File: src/design/sxd_line_alu.sv
// Shared line unit: places a sprite row on a screen line, XORs it in and picks pixels.
`timescale 1ns / 1ps

module sxd_line_alu #(
  parameter int WIDTH = 128
) (
  input  logic [WIDTH-1:0]         line_word,
  input  logic                     line_valid,
  input  logic [$clog2(WIDTH)-1:0] col,
  input  logic [7:0]               sprite,
  output logic [WIDTH-1:0]         new_word,
  output logic                     hit,
  output logic                     pixel
);

  logic [7:0]       rev;
  logic [WIDTH+7:0] wide;
  logic [WIDTH-1:0] old_word;
  logic [WIDTH-1:0] mask;

  // Bit c of a line word is the pixel in column c, so the leftmost sprite bit
  // must land on the lowest column; bits shifted past the right edge fall off.
  always_comb begin
    for (int j = 0; j < 8; j++) begin
      rev[j] = sprite[7-j];
    end
    wide     = (WIDTH+8)'(rev) << col;
    mask     = wide[WIDTH-1:0];
    old_word = line_valid ? line_word : '0;
    new_word = old_word ^ mask;
    hit      = |(old_word & mask);
    pixel    = old_word[col];
  end

endmodule
File: config.mk
export PLATFORM = sky130hd
export DESIGN_NAME = sxd_line_alu
export DESIGN_NICKNAME = d
export VERILOG_FILES = /design/src/design/sxd_line_alu.sv
export SDC_FILE = /design/constraint.sdc
export NUM_CORES = 1
export LEC_CHECK = 0
export BUFFER_PORTS_ARGS = -buffer_cell sky130_fd_sc_hd__buf_2
export CORE_ASPECT_RATIO = 0.5
export CORE_MARGIN = 2
export CORE_UTILIZATION = 25
export DETAILED_ROUTE_END_ITERATION = 10
export PLACE_DENSITY = 0.58
export SLEW_MARGIN = 20
export SYNTH_ARGS = -nofsm -noshare
export SYNTH_HDL_FRONTEND = slang
export SYNTH_SLANG_ARGS = --single-unit
export TNS_END_PERCENT = 1
File: constraint.sdc
create_clock -name vclk -period 2.6
set_input_delay 0.26 -clock vclk [all_inputs]
set_output_delay 0.26 -clock vclk [all_outputs]
set_load 0.01 [all_outputs]
# Yosys cells after proc, flatten, opt, wreduce, memory -nomap -nowiden
# Cells that the tools add are included.
[classes]
n_addsub = 0
multipliers = 0
div = 0
magnitude_cmp = 1
eq_ne = 0
shifts = 1
muxes = 3
bitwise_logic = 2
reduce_logical = 1
[ops]
columns = ["cell", "n"]
rows = [
  ["AND 128 bit", 1],
  ["2-to-1 mux 128 bit", 1],
  ["OR reduction 128 bit", 1],
  ["left shift 8 x 7 -> 128 bit", 1],
  ["XOR 128 bit", 1],
  ["< comparator 7 x 8 -> 1 bit (second input constant)", 1],
  ["binary-select mux 1 bit (select 7 bit)", 1],
  ["2-to-1 mux 1 bit", 1],
]
[word_totals]
register_bits = 0
latchBits = 0
ramBits = 0
mem_bits_ro = 0
output_inout_bits = 130
wordCells = 8
n_memories = 0

# Logic depth before layout (Yosys ltp)
[depth]
ltp_word = 3
depth_mapped = 13
ltp_nobuf = 11

# Worst setup path before layout
# Ideal clock, no wire load.
[synth_timing]
path_type = "in2out"
start = "input col[1]"
end = "output hit"
arrival_time_ns = 2.473
slack_ns = -0.133
stages = 13
n_path_buf = 2
cell_sequence = "buf_4 -> buf_2 -> mux2i_1 -> mux2i_1 -> a21oi_1 -> nor3_1 -> a31oi_1 -> nor2_1 -> ha_1 -> nor4_1 -> nand4_1 -> nor4_1 -> nand2_1"
[synth_via]
elab_chain_len = 3
[synth_lines]
columns = ["item", "line", "text"]
rows = [
  ["start: declaration", "9", "input logic [$clog2(WIDTH)-1:0] col,"],
  ["left shift 8 x 7 -> 128 bit", "27", "wide = (WIDTH+8)'(rev) << col;"],
  ["AND 128 bit", "31", "hit = |(old_word & mask);"],
  ["OR reduction 128 bit", "31", ""],
  ["end: declaration", "12", "output logic hit,"],
]
# No other way between the ends.

# Worst setup path in the final report
[layout_timing]
start = "input col[0]"
end = "output hit"
# Same word-level chain as after synthesis.

==> impl_summary.md <==
Final layout
The antenna diode count is 0. After the last flow step, the layout net total stands at 1376. Compared with the post-synthesis result, the final layout area differs by 64.4%. The number of clock buffer instances in the layout is 0. There are 0 flip-flops and latches. The number of inserted filler cells in the final layout is 2190. The post-layout utilization of the core is 0.418. The flip-flop and latch area is 0 sq um. The top cell types in the final layout, fill and taps aside, are 269 x buf_2, 137 x buf_4, 130 x and2_1.

The fraction of final layout cells with drive strength greater than 1 is 0.472. Leaving out fill and tap cells, the most frequent cell in the layout is buf_2.

Timing
The portion of the clock cycle consumed by the worst path in the final layout is 1.25. The number of endpoints with negative hold slack in the final report is 0. In the post-route analysis, the smallest setup slack over all paths is -0.657 ns. Derived from the worst setup path, the maximum achievable clock frequency is 307 MHz.

The worst slew slack as a fraction of its limit is 0.343. Setup repair after global routing could not meet its margin everywhere. For the pin with the worst max-slew slack, the measured transition is around 0.99 ns. The worst hold slack after final layout is roughly 0.95 ns. The number of pins exceeding their max-slew limit in the final report came to 0.

The time the worst path needs with I/O delays and setup is 3.26 ns. The number of failing setup endpoints in the final timing report is 3.

Routing
Once detail routing completed, the nets flagged for antenna violations numbered 0. For this block, the via count after detailed routing is 7178. The routed length per placed instance is 22.2 um. After detailed routing, the total wire length is 30.6 mm.

The violation count after the first detailed-route iteration is 488. Using the TritonRoute via totals, the vias-per-cell ratio works out to 5.22. The pre-antenna-repair detailed-routing pass consisted of 4 iterations. The post-detailed-route DRC marker count is 0.

Placed design
Summed over all nets, the half-perimeter wirelength after detailed placement is between 20 and 30 mm. Routability-driven placement finished with a final weighted congestion of 0.936. The number of port buffers is around 270.

Setup path
For the worst setup path, the data arrival time is 3.00 ns. For the worst setup path, the data required time is between 2 and 2.5 ns. The worst setup path is of the input port to output pin kind. The slowest stage of the critical path is the mux4_2 cell. The stage delay of the slowest cell on the critical path is 0.56 ns. The signal on the critical path passes through buf_12, mux4_2, a32oi_4, buf_6, mux2i_2, nand2_2, buf_4, nor2_2, ha_1, nor4_4, nand4_1, nor4_4, nand2_4, buf_6. STA classifies the critical path startpoint as an input port. The largest driver fanout on the critical path is 5. STA classifies the critical path endpoint as an output pin.

Power
The power density over cell area is 175 nW/um^2. The static leakage is 4.73 nW. The combinational share of power is 1.000.

The internal portion of the total power is 0.697 mW. The proportion of power drawn by flip-flops and latches is 0. The analysis attributes to net switching a power of slightly above 0.8 mW. The maximum ir drop on the vdd rail is approximately 0.064 mV. Power comes to 1.50 mW.

The clock group share of total power is 0. The fraction of power spent switching nets is 0.536.

Global routing
The maximum number of pins on one net before global-route repair is 66. The overall global routing resource usage is 0.259. The initial antenna violation count is 0.

The remaining global-route overflow is 0. The first global-routing pass estimated 43.6 mm of wire. The number of global-route vias before repair came to 7241.

Yosys
The average footprint of a synthesized cell is 7.20 sq um. The sequential element share of the synthesized area is 0. The cell count after synthesis is ~720. The post-synthesis instance area is 5210 sq um.

The synthesis warning total is 0. The number of distinct library cells after synthesis is 41. The fraction of synthesized cell area taken by the top area cell type is 0.307. After synthesis, the cell types taking the most area are ha_1 31%, and2_1 16%, mux2i_1 15%. The net count after synthesis is about 1000. The top cell type by total area after synthesis is ha_1.

Worst hold path
The worst hold path class is input port to output pin.

Floorplanning
The floorplan step defined a die boundary enclosing 22100 sq um. The chip height is 106 um. The initial cell density of the core is 0.254. After floorplanning, the core was sized to cover 20500 sq um.

The initialized floorplan defines 37 standard-cell rows. The x dimension of the die is 208 um. During I/O placement, the number of pins put on the boundary was 274.

Flow run
The number of maximum-capacitance constraint violations is 0.

Status
The checks that failed: negative setup slack. The run finished, with violations left.
## cells by family (layout without fill, tap and decap cells)
logic type      Yosys count  count (layout)  synth area share
simple gates            376             376             0.375
fa+ha+maj               128             128             0.307
compound gates           81              81             0.102
mux                      80              80             0.161
buf+inv                  59             437            0.0550
## metrics by stage
stage,instances,area [sq um],setup slack [ns],setup TNS [ns]
floorplan,724,5250,-0.0257,-0.0257
global placement,1364,7950,-1.11,-2.02
detailed placement,1364,7950,-1.06,-1.82
CTS,1371,8280,-0.638,-0.923
global route,1375,8570,-0.720,-1.35
finish,1375,8570,-0.657,-1.04
## critical path, delay by kind of cell
| family | cells | cell delay, ns |
|---|---|---|
| AND/OR/NAND/NOR | 6 | 1.09 |
| adder cells (fa/ha/maj) | 1 | 0.22 |
| buffers and inverters | 4 | 0.52 |
| multiplexers | 2 | 0.65 |
| AO/OA/AOI/OAI | 1 | 0.26 |
## layout make-up
type | count | area [sq um] | area share
Tap cell | 273 | 342 | 0.0399
Inverter | 4 | 15.0 | 0.00175
Timing Repair Buffer | 433 | 2800 | 0.326
Multi-Input combinational cell | 665 | 5420 | 0.632
## power groups by stage
stage	Sequential [mW]	Combinational (mW)	Clock [mW]
CTS	0	1.44	0
floorplan	0	0.657	0
detailed placement	0	1.36	0
global route	0	1.59	0
global placement	0	1.36	0
finish	0	1.50	0
## per-layer routing
layer	global-route usage	part of all wire	routed length (um)	up-vias
met5	0	0	0	-
met3	0.0473	0.061	1880	46
li1	-	-	-	3384
met4	0.0540	0.021	630	0
met1	0.353	0.47	14200	3493
met2	0.427	0.45	13800	255
## cells in the mapped netlist (all sizes together), types with 4 or more instances
master	n
nand2b	5
nor4	35
clkbuf	36
buf	19
nand4	9
nor3	20
mux2i	76
and2	130
ha	128
nor2	119
nor2b	9
o22ai	54
inv	4
a21oi	9
o21ai	6
nand2	34
## final timing paths
check	startpoint	to	cells past startpoint
worst max-delay path	col[0]	hit	14
worst min-delay path	line_word[56]	new_word[56]	4
## what timing repair did
action	in CTS	in global routing
endpoints found under the hold margin	0	0
pin swaps	21	28
buffers inserted	7	6
endpoints found under the setup margin	16	28
hold buffers	0	0
resized for setup	55	57
Power figures use the tool's default switching activity.
